<file path="config.mk">
export PLATFORM = sky130hd
export DESIGN_NAME = open_loop_foc_svpwm
export DESIGN_NICKNAME = d
export VERILOG_FILES = /design/src/hw/rtl/olfs_pkg.sv /design/src/hw/rtl/open_loop_foc_svpwm.sv
export SDC_FILE = /design/constraint.sdc
export NUM_CORES = 2
export LEC_CHECK = 0
export BUFFER_PORTS_ARGS = -buffer_cell sky130_fd_sc_hd__buf_2
export CAP_MARGIN = 5
export CORE_ASPECT_RATIO = 1.25
export CORE_MARGIN = 2
export CORE_UTILIZATION = 57
export CTS_CLUSTER_SIZE = 8
export DETAILED_ROUTE_END_ITERATION = 7
export GPL_TIMING_DRIVEN = 0
export PLACE_DENSITY_LB_ADDON = 0.25
export SLEW_MARGIN = 20
export SYNTH_ARGS = -nofsm -noshare
export SYNTH_HDL_FRONTEND = slang
export SYNTH_SLANG_ARGS = --single-unit
</file>
<file path="constraint.sdc">
create_clock -name clk -period 17.5 [get_ports clk]
set_input_delay 0.875 -clock clk [delete_from_list [all_inputs] [get_ports clk]]
set_output_delay 0.875 -clock clk [all_outputs]
set_load 0.01 [all_outputs]
</file>
<file path="src/hw/rtl/olfs_pkg.sv">
`timescale 1ns / 1ps
// ----------------------------------------------------------------------------
// olfs_pkg: shared definitions for the open-loop FOC / SVPWM block
// Fixed-point constants, register indexes and the sequencer state codes.
// ----------------------------------------------------------------------------
package olfs_pkg;

	// Default electrical angle resolution in bits (turn fraction).
	localparam int ANGLE_BITS_DEF = 16;

	// Fixed-point constants.
	localparam logic [28:0] PI3_Q28           = 29'd281104952;
	localparam logic [28:0] SQRT3_Q28         = 29'd464943848;
	localparam logic [28:0] ONE_Q28           = 29'd268435456;
	localparam logic [25:0] INV_TWO_PI_E6_Q48 = 26'd44798134;
	localparam logic [18:0] DT_MAX_US         = 19'd500000;
	localparam logic [18:0] DT_DEFAULT_US     = 19'd1000;
	localparam logic [15:0] CLAMP_Q16         = 16'd37814;

	// Divisors of the sine polynomial terms.
	localparam logic [15:0] DIV_TERM_A = 16'd42;
	localparam logic [15:0] DIV_TERM_B = 16'd20;
	localparam logic [15:0] DIV_TERM_C = 16'd6;

	// Register reset values.
	localparam logic [15:0] SUPPLY_RESET = 16'd3072;
	localparam logic [5:0]  POLE_RESET   = 6'd7;

	// Serial arithmetic unit sizes.
	localparam int MUL_A_W = 51;
	localparam int MUL_B_W = 32;
	localparam int DIV_N_W = 40;
	localparam int DIV_D_W = 16;
	localparam logic [5:0] MUL_STEPS = 6'd32;
	localparam logic [5:0] DIV_STEPS = 6'd40;

	// Configuration register indexes.
	typedef enum logic [2:0] {
		CFG_MODE    = 3'd0,
		CFG_VLIMIT  = 3'd1,
		CFG_SUPPLY  = 3'd2,
		CFG_POLES   = 3'd3,
		CFG_ZOFFSET = 3'd4
	} cfg_index_t;

	// Sequencer states, one-hot.
	typedef enum logic [16:0] {
		ST_IDLE   = 17'h00001,
		ST_PREP   = 17'h00002,
		ST_MUL_TD = 17'h00004,
		ST_MUL_K  = 17'h00008,
		ST_DIV_U  = 17'h00010,
		ST_ELEC   = 17'h00020,
		ST_SIN_X  = 17'h00040,
		ST_SIN_X2 = 17'h00080,
		ST_DIV42  = 17'h00100,
		ST_MUL_A  = 17'h00200,
		ST_DIV20  = 17'h00400,
		ST_MUL_B  = 17'h00800,
		ST_DIV6   = 17'h01000,
		ST_MUL_C  = 17'h02000,
		ST_MUL_S  = 17'h04000,
		ST_MUL_T  = 17'h08000,
		ST_DUTY   = 17'h10000
	} state_t;

endpackage

</file>
<file path="src/hw/rtl/open_loop_foc_svpwm.sv">
`timescale 1ns / 1ps
// ----------------------------------------------------------------------------
// open_loop_foc_svpwm: open-loop field-oriented drive with space-vector PWM
// Integrates speed into shaft angle (or takes the sensor angle), then computes
// three sector-based SVPWM duties from the normalized q voltage.
// ----------------------------------------------------------------------------
// One input beat yields one output beat of three duties. The work is done by one
// shared shift-add multiplier (one bit per cycle) and one shared restoring
// divider (one quotient bit per cycle); the two sine evaluations of each tick
// use ten of these operations apiece. A new input beat is taken while a
// finished result still waits at the output register.
module open_loop_foc_svpwm #(
	parameter int ANGLE_BITS = olfs_pkg::ANGLE_BITS_DEF
) (
	input  logic        clk,
	input  logic        arst_n,
	input  logic        cfg_we,
	input  logic [2:0]  cfg_index,
	input  logic [15:0] cfg_wdata,
	input  logic        s_axis_tvalid,
	output logic        s_axis_tready,
	// tdata: target [31:0], timestamp_us [63:32], sensor_angle [79:64]
	input  logic [79:0] s_axis_tdata,
	output logic        m_axis_tvalid,
	input  logic        m_axis_tready,
	// tdata: duty_a [15:0], duty_b [31:16], duty_c [47:32]
	output logic [47:0] m_axis_tdata
);
	import olfs_pkg::*;

	localparam int AW = ANGLE_BITS;
	localparam logic [AW:0]   ONE_A   = {1'b1, {AW{1'b0}}};
	localparam logic [AW-1:0] QUARTER = {2'b01, {(AW-2){1'b0}}};

	// Control state.
	state_t        state_q;
	logic [5:0]    cnt_q;
	logic          out_valid_q;
	logic          mode_q;
	logic [15:0]   vlim_q;
	logic [15:0]   supply_q;
	logic [5:0]    ppc_q;
	logic [15:0]   zoff_q;
	logic [AW-1:0] shaft_q;
	logic [31:0]   last_ts_q;

	// Datapath registers.
	logic [31:0]        tv_q;
	logic [31:0]        now_q;
	logic [15:0]        sens_q;
	logic [MUL_A_W-1:0] mul_a_q;
	logic [MUL_A_W-1:0] mul_h_q;
	logic [MUL_B_W-1:0] mul_l_q;
	logic [DIV_D_W-1:0] div_d_q;
	logic [DIV_D_W-1:0] div_r_q;
	logic [DIV_N_W-1:0] div_n_q;
	logic [15:0]        uabs_q;
	logic               u_neg_q;
	logic [2:0]         sector_q;
	logic [AW-1:0]      r_q;
	logic               sel_q;
	logic [28:0]        x_q;
	logic [28:0]        x2_q;
	logic [17:0]        t1m_q;
	logic [17:0]        t2m_q;
	logic [15:0]        duty_a_q;
	logic [15:0]        duty_b_q;
	logic [15:0]        duty_c_q;

	// Serial multiplier step: add the multiplicand on a set bit, shift right.
	logic [MUL_A_W:0]           mul_sum;
	logic [MUL_A_W+MUL_B_W-1:0] prod;
	assign mul_sum = {1'b0, mul_h_q} + (mul_l_q[0] ? {1'b0, mul_a_q} : '0);
	assign prod    = {mul_h_q, mul_l_q};

	// Restoring divider step: one quotient bit per cycle.
	logic [DIV_D_W:0]   div_sh;
	logic               div_ge;
	logic [DIV_D_W:0]   div_diff;
	assign div_sh   = {div_r_q, div_n_q[DIV_N_W-1]};
	assign div_ge   = div_sh >= {1'b0, div_d_q};
	assign div_diff = div_sh - {1'b0, div_d_q};

	// Elapsed time with the out-of-range fallback.
	logic [31:0] ts_diff;
	logic [18:0] dt;
	assign ts_diff = now_q - last_ts_q;
	assign dt = (ts_diff == 32'd0 || ts_diff > 32'(DT_MAX_US)) ? DT_DEFAULT_US
		: ts_diff[18:0];

	logic [15:0] sup;
	logic [31:0] tv_abs;
	assign sup    = (supply_q == 16'd0) ? 16'd1 : supply_q;
	assign tv_abs = tv_q[31] ? (~tv_q + 32'd1) : tv_q;

	// Widening of 16-bit turn fractions to the angle resolution.
	logic [AW+15:0] sens_wide;
	logic [AW+15:0] zoff_wide;
	assign sens_wide = {sens_q, {AW{1'b0}}};
	assign zoff_wide = {zoff_q, {AW{1'b0}}};

	// Electrical angle, sector and position within the sector.
	logic [AW+5:0] pmul;
	logic [AW-1:0] elec;
	logic [AW+2:0] six;
	assign pmul = {6'd0, shaft_q} * {{AW{1'b0}}, ppc_q};
	assign elec = pmul[AW-1:0] - zoff_wide[AW+15:16] + QUARTER;
	assign six  = ({3'b000, elec} << 2) + ({3'b000, elec} << 1);

	// Results pulled from the arithmetic units.
	logic [15:0] u_clamped;
	logic [28:0] coef;
	logic [28:0] q28;
	assign u_clamped = (div_n_q > DIV_N_W'(CLAMP_Q16)) ? CLAMP_Q16 : div_n_q[15:0];
	assign coef      = ONE_Q28 - div_n_q[28:0];
	assign q28       = prod[56:28];

	// Duty computation in signed arithmetic.
	logic signed [21:0] t1s, t2s, t0s, pa, pb, pc;
	assign t1s = u_neg_q ? -$signed({4'd0, t1m_q}) : $signed({4'd0, t1m_q});
	assign t2s = u_neg_q ? -$signed({4'd0, t2m_q}) : $signed({4'd0, t2m_q});
	assign t0s = 22'sd65536 - t1s - t2s;

	always_comb begin
		case (sector_q)
			3'd0: begin pa = t1s + t2s; pb = t2s;       pc = '0;        end
			3'd1: begin pa = t1s;       pb = t1s + t2s; pc = '0;        end
			3'd2: begin pa = '0;        pb = t1s + t2s; pc = t2s;       end
			3'd3: begin pa = '0;        pb = t1s;       pc = t1s + t2s; end
			3'd4: begin pa = t2s;       pb = '0;        pc = t1s + t2s; end
			default: begin pa = t1s + t2s; pb = '0;     pc = t1s;       end
		endcase
	end

	function automatic logic [15:0] duty_sat(input logic signed [21:0] part,
			input logic signed [21:0] t0);
		logic signed [21:0] twice;
		twice = (part <<< 1) + t0;
		if (twice < 0) return 16'd0;
		else if (twice > 22'sd131071) return 16'hFFFF;
		else return twice[16:1];
	endfunction

	logic op_done;
	assign op_done = (cnt_q == 6'd0);

	assign s_axis_tready = (state_q == ST_IDLE);
	assign m_axis_tvalid = out_valid_q;
	assign m_axis_tdata  = {duty_c_q, duty_b_q, duty_a_q};

	// Sequencer, configuration and persistent state.
	always_ff @(posedge clk or negedge arst_n) begin
		if (!arst_n) begin
			state_q     <= ST_IDLE;
			cnt_q       <= '0;
			out_valid_q <= 1'b0;
			mode_q      <= 1'b0;
			vlim_q      <= '0;
			supply_q    <= SUPPLY_RESET;
			ppc_q       <= POLE_RESET;
			zoff_q      <= '0;
			shaft_q     <= '0;
			last_ts_q   <= '0;
		end else begin
			if (cfg_we) begin
				unique case (cfg_index)
					CFG_MODE:    mode_q   <= cfg_wdata[0];
					CFG_VLIMIT:  vlim_q   <= cfg_wdata;
					CFG_SUPPLY:  supply_q <= cfg_wdata;
					CFG_POLES:   ppc_q    <= cfg_wdata[5:0];
					CFG_ZOFFSET: zoff_q   <= cfg_wdata;
					default: ;
				endcase
			end
			// The duty step sets the valid flag itself, so it is cleared elsewhere only.
			if (out_valid_q && m_axis_tready && state_q != ST_DUTY) out_valid_q <= 1'b0;
			if (!op_done) cnt_q <= cnt_q - 6'd1;

			unique case (state_q)
				ST_IDLE: if (s_axis_tvalid) state_q <= ST_PREP;
				ST_PREP: begin
					if (mode_q) begin
						shaft_q <= sens_wide[AW+15:16];
						cnt_q   <= DIV_STEPS;
						state_q <= ST_DIV_U;
					end else begin
						last_ts_q <= now_q;
						cnt_q     <= MUL_STEPS;
						state_q   <= ST_MUL_TD;
					end
				end
				ST_MUL_TD: if (op_done) begin
					cnt_q   <= MUL_STEPS;
					state_q <= ST_MUL_K;
				end
				ST_MUL_K: if (op_done) begin
					if (tv_q[31]) shaft_q <= shaft_q - prod[63:64-AW];
					else shaft_q <= shaft_q + prod[63:64-AW];
					cnt_q   <= DIV_STEPS;
					state_q <= ST_DIV_U;
				end
				ST_DIV_U: if (op_done) state_q <= ST_ELEC;
				ST_ELEC: begin
					cnt_q   <= MUL_STEPS;
					state_q <= ST_SIN_X;
				end
				ST_SIN_X:  if (op_done) begin cnt_q <= MUL_STEPS; state_q <= ST_SIN_X2; end
				ST_SIN_X2: if (op_done) begin cnt_q <= DIV_STEPS; state_q <= ST_DIV42; end
				ST_DIV42:  if (op_done) begin cnt_q <= MUL_STEPS; state_q <= ST_MUL_A; end
				ST_MUL_A:  if (op_done) begin cnt_q <= DIV_STEPS; state_q <= ST_DIV20; end
				ST_DIV20:  if (op_done) begin cnt_q <= MUL_STEPS; state_q <= ST_MUL_B; end
				ST_MUL_B:  if (op_done) begin cnt_q <= DIV_STEPS; state_q <= ST_DIV6; end
				ST_DIV6:   if (op_done) begin cnt_q <= MUL_STEPS; state_q <= ST_MUL_C; end
				ST_MUL_C:  if (op_done) begin cnt_q <= MUL_STEPS; state_q <= ST_MUL_S; end
				ST_MUL_S:  if (op_done) begin cnt_q <= MUL_STEPS; state_q <= ST_MUL_T; end
				ST_MUL_T: if (op_done) begin
					if (!sel_q) begin
						cnt_q   <= MUL_STEPS;
						state_q <= ST_SIN_X;
					end else begin
						state_q <= ST_DUTY;
					end
				end
				ST_DUTY: if (!out_valid_q || m_axis_tready) begin
					out_valid_q <= 1'b1;
					state_q     <= ST_IDLE;
				end
				default: state_q <= ST_IDLE;
			endcase
		end
	end

	// Datapath: unit stepping and operand loads per sequencer step.
	always_ff @(posedge clk) begin
		if (!op_done) begin
			mul_h_q <= mul_sum[MUL_A_W:1];
			mul_l_q <= {mul_sum[0], mul_l_q[MUL_B_W-1:1]};
			div_r_q <= div_ge ? div_diff[DIV_D_W-1:0] : div_sh[DIV_D_W-1:0];
			div_n_q <= {div_n_q[DIV_N_W-2:0], div_ge};
		end

		unique case (state_q)
			ST_IDLE: if (s_axis_tvalid) begin
				tv_q   <= s_axis_tdata[31:0];
				now_q  <= s_axis_tdata[63:32];
				sens_q <= s_axis_tdata[79:64];
			end
			ST_PREP: begin
				mul_a_q <= MUL_A_W'(tv_abs);
				mul_h_q <= '0;
				mul_l_q <= MUL_B_W'(dt);
				div_d_q <= sup;
				div_r_q <= '0;
				div_n_q <= {tv_abs, 8'd0};
			end
			ST_MUL_TD: if (op_done) begin
				mul_a_q <= prod[MUL_A_W-1:0];
				mul_h_q <= '0;
				mul_l_q <= MUL_B_W'(INV_TWO_PI_E6_Q48);
			end
			ST_MUL_K: if (op_done) begin
				div_d_q <= sup;
				div_r_q <= '0;
				div_n_q <= {8'd0, vlim_q, 16'd0};
			end
			ST_DIV_U: if (op_done) begin
				uabs_q  <= u_clamped;
				u_neg_q <= mode_q & tv_q[31];
				sel_q   <= 1'b0;
			end
			ST_ELEC: begin
				sector_q <= six[AW+2:AW];
				r_q      <= six[AW-1:0];
				mul_a_q  <= MUL_A_W'(ONE_A - {1'b0, six[AW-1:0]});
				mul_h_q  <= '0;
				mul_l_q  <= MUL_B_W'(PI3_Q28);
			end
			ST_SIN_X: if (op_done) begin
				x_q     <= prod[AW+28:AW];
				mul_a_q <= MUL_A_W'(prod[AW+28:AW]);
				mul_h_q <= '0;
				mul_l_q <= MUL_B_W'(prod[AW+28:AW]);
			end
			ST_SIN_X2: if (op_done) begin
				x2_q    <= q28;
				div_d_q <= DIV_TERM_A;
				div_r_q <= '0;
				div_n_q <= DIV_N_W'(q28);
			end
			ST_DIV42, ST_DIV20: if (op_done) begin
				mul_a_q <= MUL_A_W'(x2_q);
				mul_h_q <= '0;
				mul_l_q <= MUL_B_W'(coef);
			end
			ST_MUL_A: if (op_done) begin
				div_d_q <= DIV_TERM_B;
				div_r_q <= '0;
				div_n_q <= DIV_N_W'(q28);
			end
			ST_MUL_B: if (op_done) begin
				div_d_q <= DIV_TERM_C;
				div_r_q <= '0;
				div_n_q <= DIV_N_W'(q28);
			end
			ST_DIV6: if (op_done) begin
				mul_a_q <= MUL_A_W'(x_q);
				mul_h_q <= '0;
				mul_l_q <= MUL_B_W'(coef);
			end
			ST_MUL_C: if (op_done) begin
				mul_a_q <= MUL_A_W'(q28);
				mul_h_q <= '0;
				mul_l_q <= MUL_B_W'(SQRT3_Q28);
			end
			ST_MUL_S: if (op_done) begin
				mul_a_q <= MUL_A_W'(prod[57:28]);
				mul_h_q <= '0;
				mul_l_q <= MUL_B_W'(uabs_q);
			end
			ST_MUL_T: if (op_done) begin
				if (!sel_q) begin
					t1m_q   <= prod[45:28];
					sel_q   <= 1'b1;
					mul_a_q <= MUL_A_W'(r_q);
					mul_h_q <= '0;
					mul_l_q <= MUL_B_W'(PI3_Q28);
				end else begin
					t2m_q <= prod[45:28];
				end
			end
			ST_DUTY: if (!out_valid_q || m_axis_tready) begin
				duty_a_q <= duty_sat(pa, t0s);
				duty_b_q <= duty_sat(pb, t0s);
				duty_c_q <= duty_sat(pc, t0s);
			end
			default: ;
		endcase
	end

	// The elapsed time handed to the multiplier is never zero or out of range.
	a_dt_range: assert property (@(posedge clk) disable iff (!arst_n)
		(state_q == ST_MUL_TD && cnt_q == MUL_STEPS)
		|-> (mul_l_q != '0 && mul_l_q <= MUL_B_W'(DT_MAX_US)))
		else $error("elapsed time out of range");

	// The normalized voltage magnitude is clamped before the sine stages.
	a_u_clamp: assert property (@(posedge clk) disable iff (!arst_n)
		(state_q == ST_ELEC) |-> (uabs_q <= CLAMP_Q16))
		else $error("normalized voltage not clamped");

	// A pending result blocks the next duty write.
	a_duty_hold: assert property (@(posedge clk) disable iff (!arst_n)
		(state_q == ST_DUTY && out_valid_q && !m_axis_tready) |=> (state_q == ST_DUTY))
		else $error("pending result overwritten");

endmodule
</file>
## Yosys cells after proc, flatten, opt, wreduce, memory -nomap -nowiden

Cells that the tools add are included.

| cells by class | value |
|---|---|
| reductions and logical operators | 42 |
| eq/ne operators | 44 |
| mux-type cells | 83 |
| bitwise logic cells | 4 |
| $add $sub $neg | 20 |
| order comparisons | 9 |
| multiply operators | 1 |

Operators by type and width:

| cell | count |
|---|---|
| 51-bit 2-to-1 mux | 13 |
| 51-bit case mux with 9 select lines | 1 |
| 17-bit case mux with 17 select lines | 1 |
| 32-bit 2-to-1 mux | 9 |
| 17-bit 2-to-1 mux | 16 |
| 32-bit case mux with 8 select lines | 1 |
| 16-bit 2-to-1 mux | 14 |
| 21-bit case mux with 3 select lines | 3 |
| 51-bit case mux with 3 select lines | 1 |
| 40-bit 2-to-1 mux | 3 |
| 40-bit case mux with 3 select lines | 1 |
| 16-bit case mux with 5 select lines | 1 |
| 22-bit adder | 3 |
| 22-bit by 18-bit greater-than comparator with 1-bit output (second input constant) | 3 |
| 22-bit by 1-bit less-than comparator with 1-bit output (second input constant) | 3 |
| 16-bit case mux with 2 select lines | 2 |
| 51-bit by 51-bit adder with 52-bit output | 1 |
| 16-bit subtractor | 3 |
| 22-bit 2-to-1 mux | 2 |
| 18-bit negation with 22-bit output | 2 |
| 40-bit by 16-bit greater-than comparator with 1-bit output (second input constant) | 1 |
| 2-bit != test (second input constant) | 18 |
| 32-bit by 1-bit adder with 32-bit output (second input constant) | 1 |
| 32-bit by 19-bit greater-than comparator with 1-bit output (second input constant) | 1 |
| other kinds (62) | 99 |

| word-level totals | value |
|---|---|
| bits in registers | 592 |
| word-level logic and storage cells | 234 |
| output and inout port bits | 50 |
| input port bits | 104 |

## Logic depth before layout (Yosys ltp)

| depth | value |
|---|---|
| depth in word-level cells | 7 |
| gate-level depth with buffers | 30 |
| gate-level depth less buffers | 29 |

## Worst setup path after synthesis

Ideal clock, no wire load.

| timing | value |
|---|---|
| path type | register to register |
| start point | register ppc_q[5] |
| end point | register mul_a_q[16] (data pin) |
| setup time | 0.152 ns |
| arrival time | 6.257 ns |
| stages on the path, launching flop included | 24 |
| period minus slack after synthesis | 6.409 ns |
| buffers on the path | 1 |
| data required time | 17.348 ns |
| path slack | 11.091 ns |
| path through | dfrtp_1 -> clkbuf_1 -> nand2_1 -> fa_1 -> fa_1 -> inv_1 -> fa_1 -> inv_1 -> fa_1 -> inv_1 -> ha_1 -> o21ai_0 -> nor2_1 -> nor2_1 -> ha_1 -> nor2b_1 -> or4_1 -> o21ai_0 -> xnor2_1 -> or3_4 -> or3_1 -> or3_1 -> or4_1 -> a31oi_1 |

| between the ends | value |
|---|---|
| cells in the longest elaborated chain, start to end | 6 |

RTL lines:

| item | RTL line | text |
|---|---|---|
| start, declared | open_loop_foc_svpwm.sv:42 | `logic [5:0] ppc_q;` |
| start signal, assigned | open_loop_foc_svpwm.sv:170 | `CFG_POLES: ppc_q <= cfg_wdata[5:0];` |
| 16-bit by 6-bit multiplier with 16-bit output | open_loop_foc_svpwm.sv:106 | `assign pmul = {6'd0, shaft_q} * {{AW{1'b0}}, ppc_q};` |
| 16-bit subtractor | open_loop_foc_svpwm.sv:107 | `assign elec = pmul[AW-1:0] - zoff_wide[AW+15:16] + QUARTER;` |
| 16-bit by 15-bit adder with 16-bit output | open_loop_foc_svpwm.sv:107 |  |
| 18-bit by 17-bit adder with 19-bit output | open_loop_foc_svpwm.sv:108 | `assign six = ({3'b000, elec} << 2) + ({3'b000, elec} << 1);` |
| via six[9] | open_loop_foc_svpwm.sv:105 | `logic [AW+2:0] six;` |
| 17-bit by 16-bit subtractor with 18-bit output | open_loop_foc_svpwm.sv:274 | `mul_a_q <= MUL_A_W'(ONE_A - {1'b0, six[AW-1:0]});` |
| 51-bit case mux with 9 select lines | open_loop_foc_svpwm.sv:242 | `unique case (state_q)` |
| end signal, assigned | open_loop_foc_svpwm.sv:249 | `mul_a_q <= MUL_A_W'(tv_abs);` |
| end signal, assigned | open_loop_foc_svpwm.sv:274 |  |
| end signal, assigned | open_loop_foc_svpwm.sv:280 | `mul_a_q <= MUL_A_W'(prod[AW+28:AW]);` |
| end, declared | open_loop_foc_svpwm.sv:51 | `logic [MUL_A_W-1:0] mul_a_q;` |

The timed path passes the listed nets, and every way through them passes these cells.
A chain may end at the register's enable or synchronous reset.

## Worst setup path after layout

| timing | value |
|---|---|
| start point | register u_neg_q |
| end point | register duty_b_q[11] (data pin) |

| between the ends | value |
|---|---|
| cells in the longest elaborated chain, start to end | 6 |
| elaborated cells on any way between the ends | 10 |
| classes of those cells | add/sub: 4; order compare: 2; mux: 4 |

RTL lines:

| item | RTL line | text |
|---|---|---|
| start, declared | open_loop_foc_svpwm.sv:58 | `logic u_neg_q;` |
| start signal, assigned | open_loop_foc_svpwm.sv:268 | `u_neg_q <= mode_q & tv_q[31];` |
| 22-bit 2-to-1 mux, on equally long branches | open_loop_foc_svpwm.sv:120, open_loop_foc_svpwm.sv:121 |  |
| 18-bit by 22-bit subtractor with 22-bit output / 21-bit adder (equally long branches) | open_loop_foc_svpwm.sv:122, open_loop_foc_svpwm.sv:127, open_loop_foc_svpwm.sv:128 |  |
| 22-bit subtractor / 21-bit case mux with 3 select lines (equally long branches) | open_loop_foc_svpwm.sv:122, open_loop_foc_svpwm.sv:125 |  |
| 22-bit adder * | open_loop_foc_svpwm.sv:138 | `twice = (part <<< 1) + t0;` |
| 22-bit by 18-bit greater-than comparator with 1-bit output | open_loop_foc_svpwm.sv:140 | `else if (twice > 22'sd131071) return 16'hFFFF;` |
| 16-bit 2-to-1 mux | open_loop_foc_svpwm.sv:140 |  |
| end signal, assigned | open_loop_foc_svpwm.sv:333 | `duty_b_q <= duty_sat(pb, t0s);` |
| end, declared | open_loop_foc_svpwm.sv:67 | `logic [15:0] duty_b_q;` |

Every way passes the cells marked *; elsewhere a longest branch is shown, timed or not.

==> Flow_metrics.wiki <==
{| class="wikitable"
! Metric !! Value
|-
| Highest-count cells in the layout ignoring fill and taps || 488 x sky130_fd_sc_hd__nand2_1, 389 x sky130_fd_sc_hd__a21oi_1, 352 x sky130_fd_sc_hd__nor2_1, 325 x sky130_fd_sc_hd__edfxtp_1, 320 x sky130_fd_sc_hd__o21ai_0
|-
| Num rows || 112
|-
| Gp weighted congestion || 1.047
|-
| # placed instances || 5866
|-
| Drt via density || 6.513
|-
| Reg2reg setup slack || around 9 ns
|-
| GRT Resource Usage Total || 0.4151
|-
| Clock Sink Count || 591
|-
| Worst-case clock skew || 0.03612 ns
|-
| Critical-path maximum fanout || 10
|-
| Data required time of the worst path || 18.03 ns
|-
| Critical path's most frequent cell || sky130_fd_sc_hd__ha_1
|-
| Die extent in x || 248.7 µm
|-
| Setup total negative slack || 0 ns
|-
| Most frequently used flop master after synthesis || sky130_fd_sc_hd__edfxtp_1
|-
| Worst Tran Pin Value || roughly 1.3 ns
|-
| Share of flip-flops with an asynchronous set or reset after synthesis || 0.2149
|-
| DRT antenna net count || 0
|-
| Placeable core region || between 0.07 and 0.08 mm²
|-
| Critical R2R Launch || u_neg_q
|-
| Starting utilization of the core area || 0.5732
|-
| Dominant cells by area after synthesis || sky130_fd_sc_hd__edfxtp_1 23%, sky130_fd_sc_hd__ha_1 8.6%, sky130_fd_sc_hd__dfrtp_1 7.1%
|-
| Count of different cell masters after synthesis || around 100
|-
| Number of filler instances in the final layout || roughly 6400
|-
| Via count of the first global-routing pass || 37738
|-
| Post-synthesis sequential area ratio || 0.3687
|-
| Crit path capture type || flip-flop
|-
| Post-synth EDFFs || approximately 330
|-
| Depth of the worst register-to-register path || 24
|-
| Failing checks || design-rule violations
|-
| CP Data Arrival Time || 9.03 ns
|-
| Top-level port count || 154
|-
| Number of buffers on the longest clock path || 3
|-
| Final design area excluding fillers || approximately 0.047 mm²
|-
| Met2 layer usage reported by global route || 0.6894
|-
| Final count of pins violating max slew || 0
|-
| Area grow syn2layout || 11.22%
|-
| Total Die Area || 0.07705 mm²
|-
| Number of warnings printed during yosys synthesis || 0
|-
| Commonest non-fill, non-tap cell in the layout || sky130_fd_sc_hd__nand2_1
|-
| Buffer count from post-CTS setup fixing || 0
|-
| Syn nets || 5197
|-
| Post-cts repair resize count || 0
|-
| Cell-by-cell trace of the critical path || clkbuf_1, clkbuf_1, mux2i_1, inv_1, ha_1, inv_1, ha_1, a21o_1, a21oi_1, nor2b_1, o21a_1, o41ai_1, xnor2_1, ha_1, and2_1, a22o_1, a311oi_1, a2111oi_0, o311a_1, nor4_1, and3b_1, o211ai_1, buf_2, o21a_1
|-
| # port buffers || 153
|-
| Shortest period the worst path allows || 8.505 ns
|-
| Wire length of the first global-routing pass || 237500 µm
|-
| Synthesized instance count || 4732
|-
| Number of antenna violations at the first check in global routing || 5
|-
| Count of endpoints failing setup in the final report || 0
|-
| Syn_area_per_cell || 9.014 µm²
|-
| Instance area after placement || 0.04493 mm²
|-
| Height of the die || 309.8 µm
|-
| Worst reg2reg path endpoint || duty_b_q[11]
|-
| Register bit count reported by yosys || 591
|-
| Path class of the lowest-slack min-delay path || in2async
|-
| Slew HR || 0.1252
|-
| Max Cap Viol || 0
|-
| Syn Std Cell Area || roughly 0.043 mm²
|-
| First-iteration detailed-routing DRC count || about 4400
|-
| Cell type with the highest aggregate area in the netlist || sky130_fd_sc_hd__edfxtp_1
|-
| Remaining design rule violation count || 36
|-
| Clock tree root buffer cell || sky130_fd_sc_hd__clkbuf_16
|-
| Max H-tree Level || 3
|-
| Class of the most critical setup path || reg2reg
|-
| Met3 track demand over resource || 0.09103
|-
| RSZ-0062 raised after global routing || no
|-
| Total overflow reported by the global router || 0
|-
| Fraction of synthesized cell area taken by the top area cell type || 0.2288
|-
| Cts-stage hold buffer count || 0
|-
| Total via count after detailed routing || 39251
|-
| Run status || finished, violations left
|-
| Slowest library cell on the worst path || sky130_fd_sc_hd__o41ai_1
|-
| Hold violation total from the final report || 0
|-
| Fin cells || 6027
|-
| Share of the clock period used by the worst path || 0.4860
|-
| Biggest cell delay along the critical path || between 0.7 and 0.8 ns
|-
| Placed wire-length estimate || 126600 µm
|-
| Total wirelength of the detailed-routed design || 162500 µm
|-
| CTS tree || yes
|-
| Detailed Routing Iterations Pass 1 || 8
|-
| GR Layer Usage met1 || 0.4610
|-
| Average detailed-routed wire length per instance || approximately 27 µm
|-
| TritonCTS Buffers || 84
|-
| Busiest grt layer || met2
|-
| Clk_lat worst skew || 0.68 ns
|-
| Category of the worst setup path launch point || flip-flop
|-
| Max Clock Freq || 117.6 MHz
|-
| Final Net Count || 5448
|-
| Clock transition at the register clock pins on the worst setup and hold paths after CTS || 0.05 ns
|-
| Fraction of final layout cells with drive strength greater than 1 || 0.07994
|-
| Largest net degree at the start of global routing || 73
|}
sequential cells by signal (all words and copies together), names as in the netlist, 16 cells and up:
| name | cells |
|---|---|
| zoff_q | 16 |
| x2_q | 29 |
| duty_c_q | 16 |
| mul_h_q | 51 |
| t2m_q | 18 |
| tv_q | 32 |
| vlim_q | 16 |
| uabs_q | 16 |
| supply_q | 16 |
| duty_a_q | 16 |
| div_r_q | 16 |
| div_d_q | 16 |
| mul_l_q | 32 |
| duty_b_q | 16 |
| sens_q | 16 |
| div_n_q | 40 |
| shaft_q | 16 |
| state_q | 17 |
| last_ts_q | 32 |
| x_q | 29 |
| now_q | 32 |
| t1m_q | 18 |
| mul_a_q | 51 |
cells by family (layout without fill, tap and decap cells):
| kind of cell | after synthesis | count (layout) | share of synthesized area |
|---|---|---|---|
| flip-flops | 591 | 591 | 0.3687 |
| AO/OA/AOI/OAI | 1402 | 1402 | 0.2138 |
| AND/OR/NAND/NOR | 1502 | 1502 | 0.1705 |
| buffers and inverters | 476 | 798 | 0.04268 |
| other | 0 | 4 | 0 |
| adder cells (fa/ha/maj) | 363 | 363 | 0.1183 |
| XOR/XNOR | 326 | 326 | 0.06764 |
| multiplexers | 72 | 72 | 0.01833 |
cell type report:
class                           instances  area, µm²  share of cell area
Multi-Input combinational cell       3665      25160              0.5305
Sequential cell                       591      15730              0.3315
Clock buffer                          151       2395             0.05048
Tap cell                              969       1212             0.02556
Inverter                              267       1002             0.02113
Timing Repair Buffer                  165       1001             0.02110
Buffer                                209      828.3             0.01746
Clock inverter                          6      97.59            0.002057
Antenna cell                            4      10.01           0.0002110
layer usage:
| metal | vias up | routed length (µm) |
|---|---|---|
| met3 | 682 | 14630 |
| met5 | - | 0 |
| met4 | 0 | 15310 |
| met2 | 2158 | 75380 |
| met1 | 18687 | 57220 |
| li1 | 17724 | - |
critical path, delay by kind of cell (launching register included):
| kind | cells | cell delay [ns] |
|---|---|---|
| AO/OA/AOI/OAI | 10 | 3.50 |
| XOR/XNOR | 1 | 0.39 |
| adder cells (fa/ha/maj) | 3 | 0.98 |
| buffers and inverters | 5 | 1.63 |
| flip-flops | 1 | 0.53 |
| multiplexers | 1 | 0.49 |
| AND/OR/NAND/NOR | 4 | 0.82 |
cell usage after synthesis (all sizes together), types with 46 or more instances:
library cell / instances
dfrtp: 121
o21ai: 331
a22oi: 61
clkbuf: 181
inv: 265
nand3: 92
a211oi: 65
nand2: 488
ha: 293
xnor2: 199
nor2: 354
mux2: 49
a21o: 67
nor3: 99
fa: 68
edfxtp: 325
xor2: 127
a21oi: 396
a222oi: 48
and2: 160
dfxtp: 139
and3: 46
o21a: 85
worst max path at each step:
stage / from / end / slack, ns / cells after the start
3_3_place_gp: u_neg_q / duty_a_q[9] / 8.42 / 25
6_report: u_neg_q / duty_b_q[11] / 9.00 / 24
5_1_grt: u_neg_q / duty_b_q[13] / 8.54 / 24
2_1_floorplan: ppc_q[5] / mul_a_q[16] / 11.09 / 23
3_5_place_dp: u_neg_q / duty_b_q[14] / 9.00 / 24
4_1_cts: u_neg_q / duty_b_q[14] / 8.95 / 24
stage by stage:
stage,hold slack [ns],setup WS (ns),utilization
2_1_floorplan,0.4257,11.09,-
3_3_place_gp,0.4425,8.418,0.5998
3_5_place_dp,0.4490,8.998,0.6038
4_1_cts,0.1484,8.949,0.6373
5_1_grt,0.1748,8.539,0.6374
6_report,0.1341,8.995,0.6375
Power is left out: the tool's default activity adds up to more than one toggle a clock period on the data nets, which glitch-free logic cannot reach.
